===== config.mk =====
export PLATFORM = sky130hd
export DESIGN_NAME = cfa_div_step
export DESIGN_NICKNAME = d
export VERILOG_FILES = /design/src/hdl/cfa_pkg.sv /design/src/hdl/cfa_div_step.sv
export SDC_FILE = /design/constraint.sdc
export NUM_CORES = 1
export LEC_CHECK = 0
export BUFFER_PORTS_ARGS = -buffer_cell sky130_fd_sc_hd__buf_2
export CORE_MARGIN = 2
export CORE_UTILIZATION = 40
export CTS_BUF_LIST = sky130_fd_sc_hd__clkbuf_16
export DETAILED_ROUTE_END_ITERATION = 6
export PLACE_DENSITY_LB_ADDON = 0.15
export SLEW_MARGIN = 20
export SYNTH_ARGS = -nofsm -noshare
export SYNTH_HDL_FRONTEND = slang
export SYNTH_SLANG_ARGS = --single-unit

===== constraint.sdc =====
create_clock -name clk_i -period 9.7 [get_ports clk_i]
set_clock_uncertainty 0.05 [all_clocks]
set_input_delay 0.485 -clock clk_i [delete_from_list [all_inputs] [get_ports clk_i]]
set_output_delay 0.485 -clock clk_i [all_outputs]
set_load 0.01 [all_outputs]

===== src/hdl/cfa_pkg.sv =====
`timescale 1ns / 1ps

package cfa_pkg;

  localparam int unsigned FRACTION_BITS = 13;
  localparam int unsigned QW    = 16;
  localparam int unsigned DEN_W = 32;
  localparam int unsigned MAG_W = 32;
  localparam int unsigned REM_W = MAG_W + FRACTION_BITS;
  localparam int unsigned D_W   = DEN_W + QW - 1;
  localparam int unsigned CMP_W = DEN_W + QW;

  typedef enum logic [1:0] {
    MODE_ADD = 2'd0,
    MODE_SUB = 2'd1,
    MODE_MUL = 2'd2,
    MODE_DIV = 2'd3
  } mode_e;

  typedef struct packed {
    mode_e              mode;
    logic signed [15:0] a_real;
    logic signed [15:0] a_imag;
    logic signed [15:0] b_real;
    logic signed [15:0] b_imag;
  } in_t;

  typedef struct packed {
    logic signed [15:0] result_real;
    logic signed [15:0] result_imag;
    logic               divide_by_zero;
    logic               saturated;
  } out_t;

  typedef struct packed {
    logic               is_div;
    logic               dz;
    logic               neg_r;
    logic               neg_i;
    logic               sat_r;
    logic               sat_i;
    logic signed [15:0] simple_r;
    logic signed [15:0] simple_i;
  } ctl_t;

  typedef struct packed {
    ctl_t             ctl;
    logic [D_W-1:0]   d;
    logic [REM_W-1:0] rem_r;
    logic [REM_W-1:0] rem_i;
    logic [QW-1:0]    q_r;
    logic [QW-1:0]    q_i;
  } div_t;

endpackage


===== src/hdl/cfa_div_step.sv =====
`timescale 1ns / 1ps

module cfa_div_step (
  input  logic          clk_i,
  input  logic          rst_ni,
  input  logic          valid_i,
  output logic          ready_o,
  input  cfa_pkg::div_t data_i,
  output logic          valid_o,
  input  logic          ready_i,
  output cfa_pkg::div_t data_o
);

  logic          valid_q;
  cfa_pkg::div_t data_q, data_d;
  logic [cfa_pkg::CMP_W-1:0] d_w, rr_w, ri_w, rr_s, ri_s;
  logic ge_r, ge_i;

  assign ready_o = !valid_q || ready_i;
  assign valid_o = valid_q;
  assign data_o  = data_q;

  // one restoring quotient bit for each component against the shared divisor
  always_comb begin
    d_w  = cfa_pkg::CMP_W'(data_i.d);
    rr_w = cfa_pkg::CMP_W'(data_i.rem_r);
    ri_w = cfa_pkg::CMP_W'(data_i.rem_i);
    ge_r = rr_w >= d_w;
    ge_i = ri_w >= d_w;
    rr_s = ge_r ? rr_w - d_w : rr_w;
    ri_s = ge_i ? ri_w - d_w : ri_w;
    data_d       = data_i;
    data_d.d     = data_i.d >> 1;
    data_d.rem_r = rr_s[cfa_pkg::REM_W-1:0];
    data_d.rem_i = ri_s[cfa_pkg::REM_W-1:0];
    data_d.q_r   = {data_i.q_r[cfa_pkg::QW-2:0], ge_r};
    data_d.q_i   = {data_i.q_i[cfa_pkg::QW-2:0], ge_i};
  end

  always_ff @(posedge clk_i or negedge rst_ni) begin
    if (!rst_ni) begin
      valid_q <= 1'b0;
    end else if (ready_o) begin
      valid_q <= valid_i;
    end
  end

  always_ff @(posedge clk_i) begin
    if (valid_i && ready_o) data_q <= data_d;
  end

endmodule


=== Yosys cells after proc, flatten, opt, wreduce, memory -nomap -nowiden ===
Cells that the tools add are included.

* Bits in registers: 207
* Bits in latches: 0
* RAM bits: 0
* ROM bits: 0
* Input bits: 211
* Output and inout bits: 209
* Memories kept: 0

* Add/subtract/negate cells: 2
* $mul: 0
* Div/mod/pow operators: 0
* $lt $le $gt $ge: 2
* Eq/ne operators: 0
* Shifts and indexed selects: 0
* Muxes and demuxes: 2
* Bitwise operators: 0
* Reduce and logical (&&, ||, !) cells: 3

{| class="wikitable"
|+ Operator list
! cell !! count
|-
| $ge 45x47->1 || 2
|-
| $mux 45 || 2
|-
| $sub 45x45->45 || 2
|-
| $logic_and 1x1->1 || 1
|-
| $logic_not 1->1 || 1
|-
| $logic_or 1x1->1 || 1
|}

=== Logic depth before layout (Yosys ltp) ===
* Depth in word-level cells: 3
* Mapped depth: 14
* Mapped depth without buffers: 13

=== Worst setup path after synthesis ===
Ideal clock, no wire load.

* Path type: input to register
* Start point: in ready_i
* End point: reg data_q (netlist bit data_o[0]), enable pin
* Setup time: 0.593 ns
* Arrival time: 5.400 ns
* Slack: 3.658 ns
* Stages: 2
* Path through: nand2b_1 -> and2_1

* Word-level cells in the longest chain between the ends: 2

{| class="wikitable"
|+ RTL lines
! element !! RTL line !! source
|-
| start, declared || cfa_div_step.sv:10 || <nowiki>input logic ready_i,</nowiki>
|-
| $logic_or 1x1->1 || cfa_div_step.sv:19 || <nowiki>assign ready_o = !valid_q || ready_i;</nowiki>
|-
| $logic_and 1x1->1 || cfa_div_step.sv:49 || <nowiki>if (valid_i && ready_o) data_q <= data_d;</nowiki>
|-
| end signal, assigned || cfa_div_step.sv:49 ||
|-
| end, declared || cfa_div_step.sv:15 || <nowiki>cfa_pkg::div_t data_q, data_d;</nowiki>
|}

No other way between the ends.
A chain may end at the register's enable or synchronous reset.

=== Worst setup path after layout ===
* Start point: in data_i[123] (netlist name)
* End point: reg data_q (netlist bit data_o[69]) (data pin)

* Word-level cells in the longest chain between the ends: 2
* Elaborated cells on any way between the ends: 3

{| class="wikitable"
|+ RTL lines
! element !! RTL line !! source
|-
| start, declared || cfa_div_step.sv:8 || <nowiki>input cfa_pkg::div_t data_i,</nowiki>
|-
| $sub 45x45->45 or $ge 45x47->1 (tied branches) || cfa_div_step.sv:31, cfa_div_step.sv:29 ||
|-
| $mux 45 * || cfa_div_step.sv:31 || <nowiki>ri_s = ge_i ? ri_w - d_w : ri_w;</nowiki>
|-
| net ri_s (one bit) || cfa_div_step.sv:16 || <nowiki>logic [cfa_pkg::CMP_W-1:0] d_w, rr_w, ri_w, rr_s, ri_s;</nowiki>
|}

The timed path passes the listed nets; every way through them passes the cells marked *.

==> run metrics <==
global route total overflow=0; drt wl/cell=19.8 microns; CTS tree=built; fraction of registers with async set/reset=0.483%; outcome=finished clean; Layout Area Growth over Synthesis=26.0%; antenna violations before repair=2; Sw Ratio=29.0%; vias per std cell=5.28; Reg area=0.00621 sq mm; combinational power share=23.1%; first-pass GRT wire length=58100 microns; Resized Gates After CTS=0; unrepaired setup endpoints after global routing=false; first drt pass iteration count=5; commonest non-fill, non-tap cells in the layout=416 x buf_2, 206 x edfxtp_1, 131 x a21oi_1; Via Count=10500; FF-to-FF setup slack=6.82 ns; largest area contributor in the synthesized netlist=edfxtp_1; Die Wd=182 microns; fraction of layout cells with a size suffix above 1=33.1%; H-Tree Depth=1; Core Area=0.0314 sq mm; fill count=2934; cell area after layout=0.0160 sq mm; clock root buffer=clkbuf_16; Net Sw Power=766 uW; Syn Std Cell Area=0.0127 sq mm; dpl cell area=0.0151 sq mm; Hold Path End=data_o[203]; final worst path period share=42.3%; hold-fix buffers at CTS=1; critical path launch point type=input port; Cell Chain, Critical Path=buf_2 -> inv_1 -> ha_1 -> nand2b_1 -> a21oi_1 -> o32a_1 -> a211oi_1 -> o21ai_1 -> a41o_1 -> nor4_1 -> nor2_4 -> buf_4 -> mux2_1; sequential area share after synthesis=48.9%; Total Nets Final=1865; Crit path buffers/inverters=3; CTS sink cnt=207; Clock Pin Slew Worst Setup and Hold Paths=0.06 ns; Setup Fix Bufs, Post-CTS=0; Routed WL=39300 microns; ranking of synthesized cells by area=edfxtp_1 49%, ha_1 8.9%, a21oi_1 5.2%; Final HPWL DP=31200 microns; Gate Count Post-Synth=1155; # rows=65; Critical Path Stages=13; Total GRT Usage=22.6%; GP Congestion=0.877; Hold/Removal Path Class=input port to flip-flop; syn nets=1458; Avg Inst Size Synth=11.0 sq um; Reg power frac=40.4%; PortBufs=416; n_diodes=0; initial DRC count=573; post-route ant nets=0; Post-synth EDFFs=206; Int Power=1880 uW; io pins=420; vias in the first global route=10200; CP peak stage delay=0.50 ns; min-delay src=data_i[203]; DRC=0; Initial Util=40.5%; crit path kind=input port to flip-flop; YS warnings=0; CTS max path bufs=3; die area=0.0332 sq mm; Leak=0.00713 uW; CTS Buf Count=26; Reg2Reg Depth=4; Slew @ Worst Pin=1.07 ns; Distinct cells, synth=68; clock group share of total power=36.5%; Synth top area share=48.7%; CP endpoint kind=flip-flop; clk_lat worst skew=0.54 ns; Worst EP required=9.94 ns; Hold Path Depth=1; worst setup margin=5.60 ns; max-cap violations=0; PD cells=165 mW/mm^2; Die Y=182 microns; commonest non-fill, non-tap cell in the layout=buf_2; reg-to-reg endpoint=data_o[29]; peak supply drop=0.000130 V; pre-CTS setup slack=4.97 ns; Main synth FF type=edfxtp_1; Final Max Slew Viols=0; largest net degree at the start of global routing=79; slowest CP cell=nor4_1; flops & latches, synth=207; area occupied by multi-input gates=0.00601 sq mm; Fin Setup TNS=0 ns; Max FO, Critical Path=49; critical path's top delay family=compound AO/OA/AOI/OAI gates; Final Hold Fails=0; final setup fails=0; final hold slack=0.0650 ns; Slew headroom=28.9%; minimum clock period after layout=4.10 ns; critical path arrival=4.34 ns; r2r startpoint=valid_o; FMAX=244 MHz
## area by class of cell
cell class	count	area share, %
flip-flops and latches	207	38.8
inverters	75	1.76
well taps	402	3.14
clock buffers	26	4.07
multi-input cells	829	37.6
clock inverters	21	1.27
repair buffers	423	13.4
## layer usage
layer	GRT usage, %	share of wire, %	vias up
met3	4.85	6.8	38
met5	0	0.069	-
met2	40.5	49	362
li1	-	-	5118
met1	28.5	42	4947
met4	3.84	1.6	4
## state kept, by name (all words and copies together) (netlist names)
register  cells
data_o      206
valid_o       1
## kinds of logic after synthesis
| logic type | synth area share (%) |
|---|---|
| compound gates | 16.7 |
| simple gates | 9.89 |
| flops | 48.9 |
| buf+inv | 3.83 |
| fa+ha+maj | 9.18 |
| xor+xnor | 5.52 |
| mux | 5.93 |
| other cells | 0.0295 |
## power by group through the flow
| stage | Clock, uW | Combinational [uW] | Sequential, uW |
|---|---|---|---|
| after floorplan | 0 | 367 | 1130 |
| after global placement | 0 | 605 | 1090 |
| after detailed placement | 0 | 610 | 1090 |
| after CTS | 990 | 613 | 1070 |
| after global routing | 1020 | 671 | 1070 |
| final | 965 | 611 | 1070 |
## worst max-delay path by stage
| stage | end | start | slack [ns] |
|---|---|---|---|
| floorplan | data_o[0] | ready_i | 3.66 |
| global placement | data_o[69] | data_i[123] | 5.01 |
| CTS | data_o[74] | data_i[123] | 5.52 |
| global route | data_o[74] | data_i[124] | 5.39 |
| finish | data_o[69] | data_i[123] | 5.60 |
| detailed placement | data_o[69] | data_i[123] | 4.97 |
## cells in the mapped netlist (6+ instances only)
cell      number
o21ai_0       52
o31ai_1        6
clkbuf_1      32
and3_1         7
o21bai_1      14
ha_1          90
o21a_1        11
xnor2_1       46
nand4_1       23
nor2_1        86
a21o_1        45
edfxtp_1     206
a21boi_0       9
nand3_1       16
a21oi_1      131
nor3_1        14
mux2_4        34
o211ai_1      12
xor2_1        34
a31oi_1       11
nand2b_1      11
nand2_1       69
inv_1         75
mux2_2        16
nor2b_1       13
## worst reg2reg max path, stage by stage (launching register included)
cell and delay, ns:
dfrtp_1 0.37, nand2b_1 0.11, and2_4 0.15, buf_4 0.79
buf_4 0.97
## through the flow
stage               util, %  cells  power (uW)
floorplan                 -   1155        1500
global placement       48.2   1935        1690
detailed placement     48.2   1935        1700
CTS                    51.0   1983        2670
global route           51.0   1983        2760
finish                 51.0   1983        2650
(Power assumes the default switching activity.)
