## src/hdl/cfa_pkg.sv

```systemverilog
`timescale 1ns / 1ps

package cfa_pkg;

  localparam int unsigned FRACTION_BITS = 13;
  localparam int unsigned QW    = 16;
  localparam int unsigned DEN_W = 32;
  localparam int unsigned MAG_W = 32;
  localparam int unsigned REM_W = MAG_W + FRACTION_BITS;
  localparam int unsigned D_W   = DEN_W + QW - 1;
  localparam int unsigned CMP_W = DEN_W + QW;

  typedef enum logic [1:0] {
    MODE_ADD = 2'd0,
    MODE_SUB = 2'd1,
    MODE_MUL = 2'd2,
    MODE_DIV = 2'd3
  } mode_e;

  typedef struct packed {
    mode_e              mode;
    logic signed [15:0] a_real;
    logic signed [15:0] a_imag;
    logic signed [15:0] b_real;
    logic signed [15:0] b_imag;
  } in_t;

  typedef struct packed {
    logic signed [15:0] result_real;
    logic signed [15:0] result_imag;
    logic               divide_by_zero;
    logic               saturated;
  } out_t;

  typedef struct packed {
    logic               is_div;
    logic               dz;
    logic               neg_r;
    logic               neg_i;
    logic               sat_r;
    logic               sat_i;
    logic signed [15:0] simple_r;
    logic signed [15:0] simple_i;
  } ctl_t;

  typedef struct packed {
    ctl_t             ctl;
    logic [D_W-1:0]   d;
    logic [REM_W-1:0] rem_r;
    logic [REM_W-1:0] rem_i;
    logic [QW-1:0]    q_r;
    logic [QW-1:0]    q_i;
  } div_t;

endpackage

```

## src/hdl/cfa_front.sv

```systemverilog
`timescale 1ns / 1ps

module cfa_front (
  input  logic          clk_i,
  input  logic          rst_ni,
  input  logic          valid_i,
  output logic          ready_o,
  input  cfa_pkg::in_t  data_i,
  output logic          valid_o,
  input  logic          ready_i,
  output cfa_pkg::div_t data_o
);

  // stage a: products and add/sub
  logic va_q, vb_q, vc_q;
  logic rdy_a, rdy_b, rdy_c;
  cfa_pkg::mode_e     mode_q;
  logic signed [31:0] p0_q, p1_q, p2_q, p3_q, pbr_q, pbi_q;
  logic signed [15:0] sa_r_q, sa_i_q;

  // stage b: sums
  logic               b_div_q;
  logic signed [15:0] sb_r_q, sb_i_q;
  logic signed [32:0] num_r_q, num_i_q;
  logic [cfa_pkg::DEN_W-1:0] den_q;

  cfa_pkg::div_t c_q;

  assign rdy_c   = !vc_q || ready_i;
  assign rdy_b   = !vb_q || rdy_c;
  assign rdy_a   = !va_q || rdy_b;
  assign ready_o = rdy_a;
  assign valid_o = vc_q;
  assign data_o  = c_q;

  logic signed [15:0] sa_r_d, sa_i_d;
  always_comb begin
    if (data_i.mode == cfa_pkg::MODE_SUB) begin
      sa_r_d = data_i.a_real - data_i.b_real;
      sa_i_d = data_i.a_imag - data_i.b_imag;
    end else begin
      sa_r_d = data_i.a_real + data_i.b_real;
      sa_i_d = data_i.a_imag + data_i.b_imag;
    end
  end

  logic signed [32:0] mr_d, mi_d;
  logic signed [32:0] mr_sh, mi_sh;
  logic signed [15:0] sb_r_d, sb_i_d;
  always_comb begin
    mr_d  = {p0_q[31], p0_q} - {p1_q[31], p1_q};
    mi_d  = {p2_q[31], p2_q} + {p3_q[31], p3_q};
    mr_sh = mr_d >>> cfa_pkg::FRACTION_BITS;
    mi_sh = mi_d >>> cfa_pkg::FRACTION_BITS;
    if (mode_q == cfa_pkg::MODE_MUL) begin
      sb_r_d = mr_sh[15:0];
      sb_i_d = mi_sh[15:0];
    end else begin
      sb_r_d = sa_r_q;
      sb_i_d = sa_i_q;
    end
  end

  logic                      neg_r, neg_i;
  logic [cfa_pkg::MAG_W-1:0] mag_r, mag_i;
  logic [cfa_pkg::REM_W-1:0] dvd_r, dvd_i;
  logic [cfa_pkg::CMP_W-1:0] lim_pos, lim_neg, lim_r, lim_i;
  logic [32:0]               neg_num_r, neg_num_i;
  cfa_pkg::div_t             c_d;
  always_comb begin
    neg_r     = num_r_q[32];
    neg_i     = num_i_q[32];
    neg_num_r = 33'(-num_r_q);
    neg_num_i = 33'(-num_i_q);
    mag_r     = neg_r ? neg_num_r[31:0] : num_r_q[31:0];
    mag_i     = neg_i ? neg_num_i[31:0] : num_i_q[31:0];
    dvd_r     = cfa_pkg::REM_W'(mag_r) << cfa_pkg::FRACTION_BITS;
    dvd_i     = cfa_pkg::REM_W'(mag_i) << cfa_pkg::FRACTION_BITS;
    lim_pos   = cfa_pkg::CMP_W'(den_q) << (cfa_pkg::QW - 1);
    lim_neg   = lim_pos + cfa_pkg::CMP_W'(den_q);
    lim_r     = neg_r ? lim_neg : lim_pos;
    lim_i     = neg_i ? lim_neg : lim_pos;
    c_d.ctl.is_div   = b_div_q;
    c_d.ctl.dz       = (den_q == '0);
    c_d.ctl.neg_r    = neg_r;
    c_d.ctl.neg_i    = neg_i;
    c_d.ctl.sat_r    = cfa_pkg::CMP_W'(dvd_r) >= lim_r;
    c_d.ctl.sat_i    = cfa_pkg::CMP_W'(dvd_i) >= lim_i;
    c_d.ctl.simple_r = sb_r_q;
    c_d.ctl.simple_i = sb_i_q;
    c_d.d            = cfa_pkg::D_W'(den_q) << (cfa_pkg::QW - 1);
    c_d.rem_r        = dvd_r;
    c_d.rem_i        = dvd_i;
    c_d.q_r          = '0;
    c_d.q_i          = '0;
  end

  always_ff @(posedge clk_i or negedge rst_ni) begin
    if (!rst_ni) begin
      va_q <= 1'b0;
      vb_q <= 1'b0;
      vc_q <= 1'b0;
    end else begin
      if (rdy_a) va_q <= valid_i;
      if (rdy_b) vb_q <= va_q;
      if (rdy_c) vc_q <= vb_q;
    end
  end

  always_ff @(posedge clk_i) begin
    if (valid_i && rdy_a) begin
      mode_q <= data_i.mode;
      p0_q   <= data_i.a_real * data_i.b_real;
      p1_q   <= data_i.a_imag * data_i.b_imag;
      p2_q   <= data_i.a_real * data_i.b_imag;
      p3_q   <= data_i.a_imag * data_i.b_real;
      pbr_q  <= data_i.b_real * data_i.b_real;
      pbi_q  <= data_i.b_imag * data_i.b_imag;
      sa_r_q <= sa_r_d;
      sa_i_q <= sa_i_d;
    end
    if (va_q && rdy_b) begin
      b_div_q <= (mode_q == cfa_pkg::MODE_DIV);
      sb_r_q  <= sb_r_d;
      sb_i_q  <= sb_i_d;
      // a * conj(b)
      num_r_q <= {p0_q[31], p0_q} + {p1_q[31], p1_q};
      num_i_q <= {p3_q[31], p3_q} - {p2_q[31], p2_q};
      den_q   <= cfa_pkg::DEN_W'(pbr_q) + cfa_pkg::DEN_W'(pbi_q);
    end
    if (vb_q && rdy_c) c_q <= c_d;
  end

endmodule

```

## config.mk

```make
export PLATFORM = sky130hd
export DESIGN_NAME = cfa_front
export DESIGN_NICKNAME = d
export VERILOG_FILES = /design/src/hdl/cfa_pkg.sv /design/src/hdl/cfa_front.sv
export SDC_FILE = /design/constraint.sdc
export NUM_CORES = 2
export LEC_CHECK = 0
export BUFFER_PORTS_ARGS = -buffer_cell sky130_fd_sc_hd__buf_4
export CAP_MARGIN = 20
export CORE_ASPECT_RATIO = 1.2
export CORE_MARGIN = 8
export CORE_UTILIZATION = 56
export DETAILED_ROUTE_END_ITERATION = 8
export PLACE_DENSITY_LB_ADDON = 0.2
export SKIP_CTS_REPAIR_TIMING = 1
export SYNTH_ARGS = -nofsm -noshare
export SYNTH_HDL_FRONTEND = slang
export SYNTH_SLANG_ARGS = --single-unit
```

## constraint.sdc

```tcl
create_clock -name clk_i -period 8.4 [get_ports clk_i]
set_clock_uncertainty 0.05 [all_clocks]
set_input_delay 2.1 -clock clk_i [delete_from_list [all_inputs] [get_ports clk_i]]
set_output_delay 2.1 -clock clk_i [all_outputs]
set_load 0.05 [all_outputs]
```

; ---- Word level (Yosys, flattened, before mapping)
; Index checks and enable logic that the tools add are counted.
[classes]
multipliers = 6
magnitude_cmp = 2
add_sub_neg = 12
n_mux = 8
eq_ne = 3
reduce_logical = 10
[op_table]
columns = operator, count
row1 = multiplier 16 x 16 -> 32 bit, 6
row2 = >= comparator 45 x 48 -> 1 bit, 2
row3 = 2-to-1 mux 48 bit, 2
row4 = 2-to-1 mux 16 bit, 4
row5 = 2-to-1 mux 32 bit, 2
row6 = negation 32 bit, 2
row7 = adder 47 x 32 -> 48 bit, 1
row8 = adder 32 x 32 -> 33 bit, 1
row9 = subtractor 32 x 32 -> 33 bit, 1
row10 = adder 16 bit, 2
row11 = adder 32 bit, 1
row12 = logical NOT 32 bit, 1
row13 = subtractor 16 bit, 2
row14 = adder 29 bit, 1
row15 = subtractor 29 bit, 1
row16 = == test 2 bit (second input constant), 2
row17 = logical AND 1 bit, 3
row18 = logical NOT 1 bit, 3
row19 = logical OR 1 bit, 3
row20 = == test 2 x 1 -> 1 bit (second input constant), 1
[totals]
wordCells = 70
register_bits = 494
out_inout_bits = 209
inputBits = 70

; ---- Depth between registers and ports, before layout
[depth]
depth_word = 5
ltp_mapped = 26
depth_no_buf = 25

; ---- Worst setup path after synthesis
; OpenSTA, ideal clock, no wires.
[synth_path]
path_kind = input port to flip-flop
start = input port data_i[31] in the netlist's numbering
end = register pbr_q[30], data pin
t_required_ps = 8091
t_arrival_ps = 8413
n_path_buf = 3
setup_ps = 259
slack_ps = -322
stages = 25
path_cell_list = clkbuf_1 inv_1 clkbuf_1 buf_1 nor2_1 fa_1 inv_1 fa_1 fa_1 inv_1 fa_1 fa_1 inv_1 fa_1 inv_1 ha_1 a21o_1 a21oi_1 o21ai_0 a2111oi_0 nor3_1 a31o_2 a41oi_1 nor3_1 a211o_1
[synth_between]
elab_chain_len = 1
[synth_lines]
columns = item, line_no
row1 = from (decl), cfa_front.sv:8  ; input cfa_pkg::in_t data_i,
row2 = multiplier 16 x 16 -> 32 bit, cfa_front.sv:117  ; pbr_q <= data_i.b_real * data_i.b_real;
row3 = to (signal assigned), cfa_front.sv:117
row4 = to (decl), cfa_front.sv:18  ; logic signed [31:0] p0_q, p1_q, p2_q, p3_q, pbr_q, pbi_q;
; Every way passes these cells.
; A chain may end at the register's enable or synchronous reset.

; ---- Worst setup path after layout
[layout_path]
start = input port data_i[20] in the netlist's numbering
end = register p3_q[30], data pin
[layout_between]
elab_chain_len = 1
[layout_lines]
columns = item, line_no
row1 = multiplier 16 x 16 -> 32 bit, cfa_front.sv:116  ; p3_q <= data_i.a_imag * data_i.b_real;
row2 = to (signal assigned), cfa_front.sv:116
row3 = to (decl), cfa_front.sv:18
; Every way passes these cells.

==> flow_summary_export.csv <==
group,metric,value,unit
cts,cts_tree,"yes",
sta,finalSetupTns,0,ps
layout,multi_input_area,61290,sq um
synth,synth_edf_count,489,
layout,nets,11550,
synth,ys_seq_elements,492,
worst_setup_path,r2r-end,"data_o[202]",
worst_setup_path,reg2reg_depth,20,
detailed_routing,drt-pass1-iter-count,5,
detailed_routing,drt_wl_total,247600,microns
detailed_routing,post-route-drc-count,0,
detailed_routing,viasPerCell,5.475,
worst_setup_path,path_cells,"buf_4 -> buf_4 -> and2_1 -> fa_1 -> inv_1 -> fa_1 -> fa_1 -> fa_1 -> inv_1 -> fa_1 -> fa_1 -> ha_1 -> a21o_1 -> a221o_1 -> a31oi_1 -> buf_4 -> o21ai_0 -> buf_4 -> a21oi_1 -> o21ai_0 -> a41oi_1 -> a21oi_1 -> xor2_1",
global_routing,grt_antenna_before_repair,24,
detailed_routing,initialDrtViolationCount,4044,
synth,ys.flop_type,"edfxtp_1",
synth,synthTopCellsByCount,"inv_1, fa_1, nand2_1",
sta,relSlewSlack,22.90,%
synth,async_flop_share,0.6098,%
die,die_area,164000,sq um
cts,clock_sinks,492,
cts,clk_latency,730,ps
synth,netlist_area,84690,sq um
sta,fin_crit_sh,95.18,%
synth,yosysUniqueCellTypes,75,
layout,fin_util,62.51,%
synth,synth_largest_area_cell,"fa_1",
worst_setup_path,crit_fanout,9,
synth,yosysSeqAreaShare,17.43,%
placement,pre_cts_ws,-230.0,ps
worst_setup_path,arrival,8380,ps
global_routing,grt_first_pass_wirelength,381900,microns
global_routing,grt_overflow_total,0,
die,start_util,56.27,%
worst_setup_path,max_stage_delay,550,ps
synth,yosysMostFrequentCell,"inv_1",
synth,synthTopCellsByArea,"fa_1, edfxtp_1, ha_1, inv_1, xnor2_1",
layout,syn_to_final_growth,11.08,%
sta,drv_slew,0,
sta,period_minus_slack,7995,ps
placement,port-buffer-count,205,
die,core_area,150500,sq um
worst_setup_path,cp-end-kind,"register",
detailed_routing,avgRoutedWirePerCell,22.10,microns
layout,layout-drive-gt1-share,10.15,%
global_routing,grt_start_max_net_pins,135,
sta,fin_ws,405.1,ps
global_routing,grt_pass1_vias,66150,
die,io_pins,279,
worst_setup_path,r2r-start,"den_q[15]",
placement,hpwl,211600,microns
cts,clockBufferDepth,3,
worst_setup_path,criticalPathCategory,"in -> reg",
layout,seq_area,14760,sq um
sta,finalHoldViolCount,0,
cts,cts_root_buffer,"clkbuf_16",
synth,avgSynthCellArea,9.793,sq um
sta,clock.fmax,0.1251,GHz
die,die_x,371.0,microns
placement,gp_congestion,0.9638,
die,die_y,442.0,microns
die,rows,156,
sta,setup_viol,0,
synth,ys.warnings.count,0,
worst_setup_path,required,8780,ps
detailed_routing,ant_nets,0,
sta,rsz0062_at_grt,"false",
synth,yosysTopAreaCellShare,35.93,%
worst_setup_path,setup.worst_path.start_class,"input port",
worst_setup_path,cp_common_cell,"fa_1",
worst_setup_path,slowest_stage,"fa_1",
job,drv_cap,0,
global_routing,grt_usage,30.57,%
worst_setup_path,crit_start,"data_i[20]",
sta,worst_pin_slew,1150,ps
synth,synthCells,8648,
worst_setup_path,r2r_slack,1880,ps
cts,clk_pin_slew_worst_paths,60,ps
run_status,status,"finished clean",
detailed_routing,via_count,61350,
layout,nFillCells,12700,
cts,cts_buffers,54,
cts,h-tree-depth,2,
worst_setup_path,endpoint,"p3_q[30]",
worst_hold_path,worstHoldPathType,"reg -> reg",
[cells in the final DEF (no fill, tap or decap), types with 117 or more instances in the layout]
cell type,n
buf_4,757
xnor2_1,404
fa_1,1520
ha_1,784
and2_1,529
inv_1,1885
edfxtp_1,489
nand2_1,798
nor2_1,350
a21o_1,117
o21ai_0,193
a21oi_1,284
[stage by stage]
stage                     hold slack, ps  area, sq um  std cells
after floorplan                    350.3        84970       8720
after global placement             352.5        92210      11100
after detailed placement           354.5        92210      11100
after CTS                          366.1        94030      11190
after global routing               375.0        94050      11200
final                              364.6        94070      11210
[per-layer routing]
metal	vias to the layer above	wire length [microns]	track usage, %
li1	27710	-	-
met4	12	18000	17.22
met1	31050	92700	36.33
met2	2015	120600	52.45
met3	569	16220	5.194
met5	-	99	0
[logic make-up after synthesis]
kind of cell / after synthesis / share of synthesized area, %
fa+ha+maj: 2304 / 47.51
buf+inv: 2298 / 10.53
simple gates: 2093 / 11.98
compound gates: 923 / 6.934
xor+xnor: 502 / 5.192
flops: 492 / 17.43
mux: 35 / 0.4152
other cells: 1 / 0.004428
[worst max-delay path: cells and delay by family]
kind	cells	cell delay (ps)
AO/OA/AOI/OAI	8	1840
XOR/XNOR	1	160
buffers and inverters	6	900
adder cells (fa/ha/maj)	7	3170
AND/OR/NAND/NOR	1	190
[state kept, by name, summed over array words and instances (netlist names), 32 cells and up]
register  flops
p1_q         32
den_q        32
p0_q         32
data_o      134
p3_q         32
p2_q         32
num_i_q      33
num_r_q      33
[worst min path at each step]
stage	start	cells past startpoint	end	slack, ps
after floorplan	sb_i_q[0]	0	data_o[169]	350
after global placement	sb_i_q[2]	0	data_o[171]	350
after detailed placement	sb_r_q[3]	0	data_o[188]	350
after CTS	sb_i_q[11]	0	data_o[180]	370
after global routing	sb_r_q[1]	0	data_o[186]	380
final	sb_i_q[11]	0	data_o[180]	360
[layout make-up]
| class | count | share of cell area [%] |
|---|---|---|
| Multi-Input combinational cell | 5930 | 65.16 |
| Sequential cell | 492 | 15.69 |
| Inverter | 1899 | 7.578 |
| Timing Repair Buffer | 801 | 6.978 |
| Tap cell | 1975 | 2.627 |
| Clock buffer | 61 | 1.464 |
| Clock inverter | 35 | 0.4735 |
| Antenna cell | 12 | 0.03192 |
Power is not shown: default switching activity piles up to over one toggle a cycle in this logic, so the estimate is an artifact.
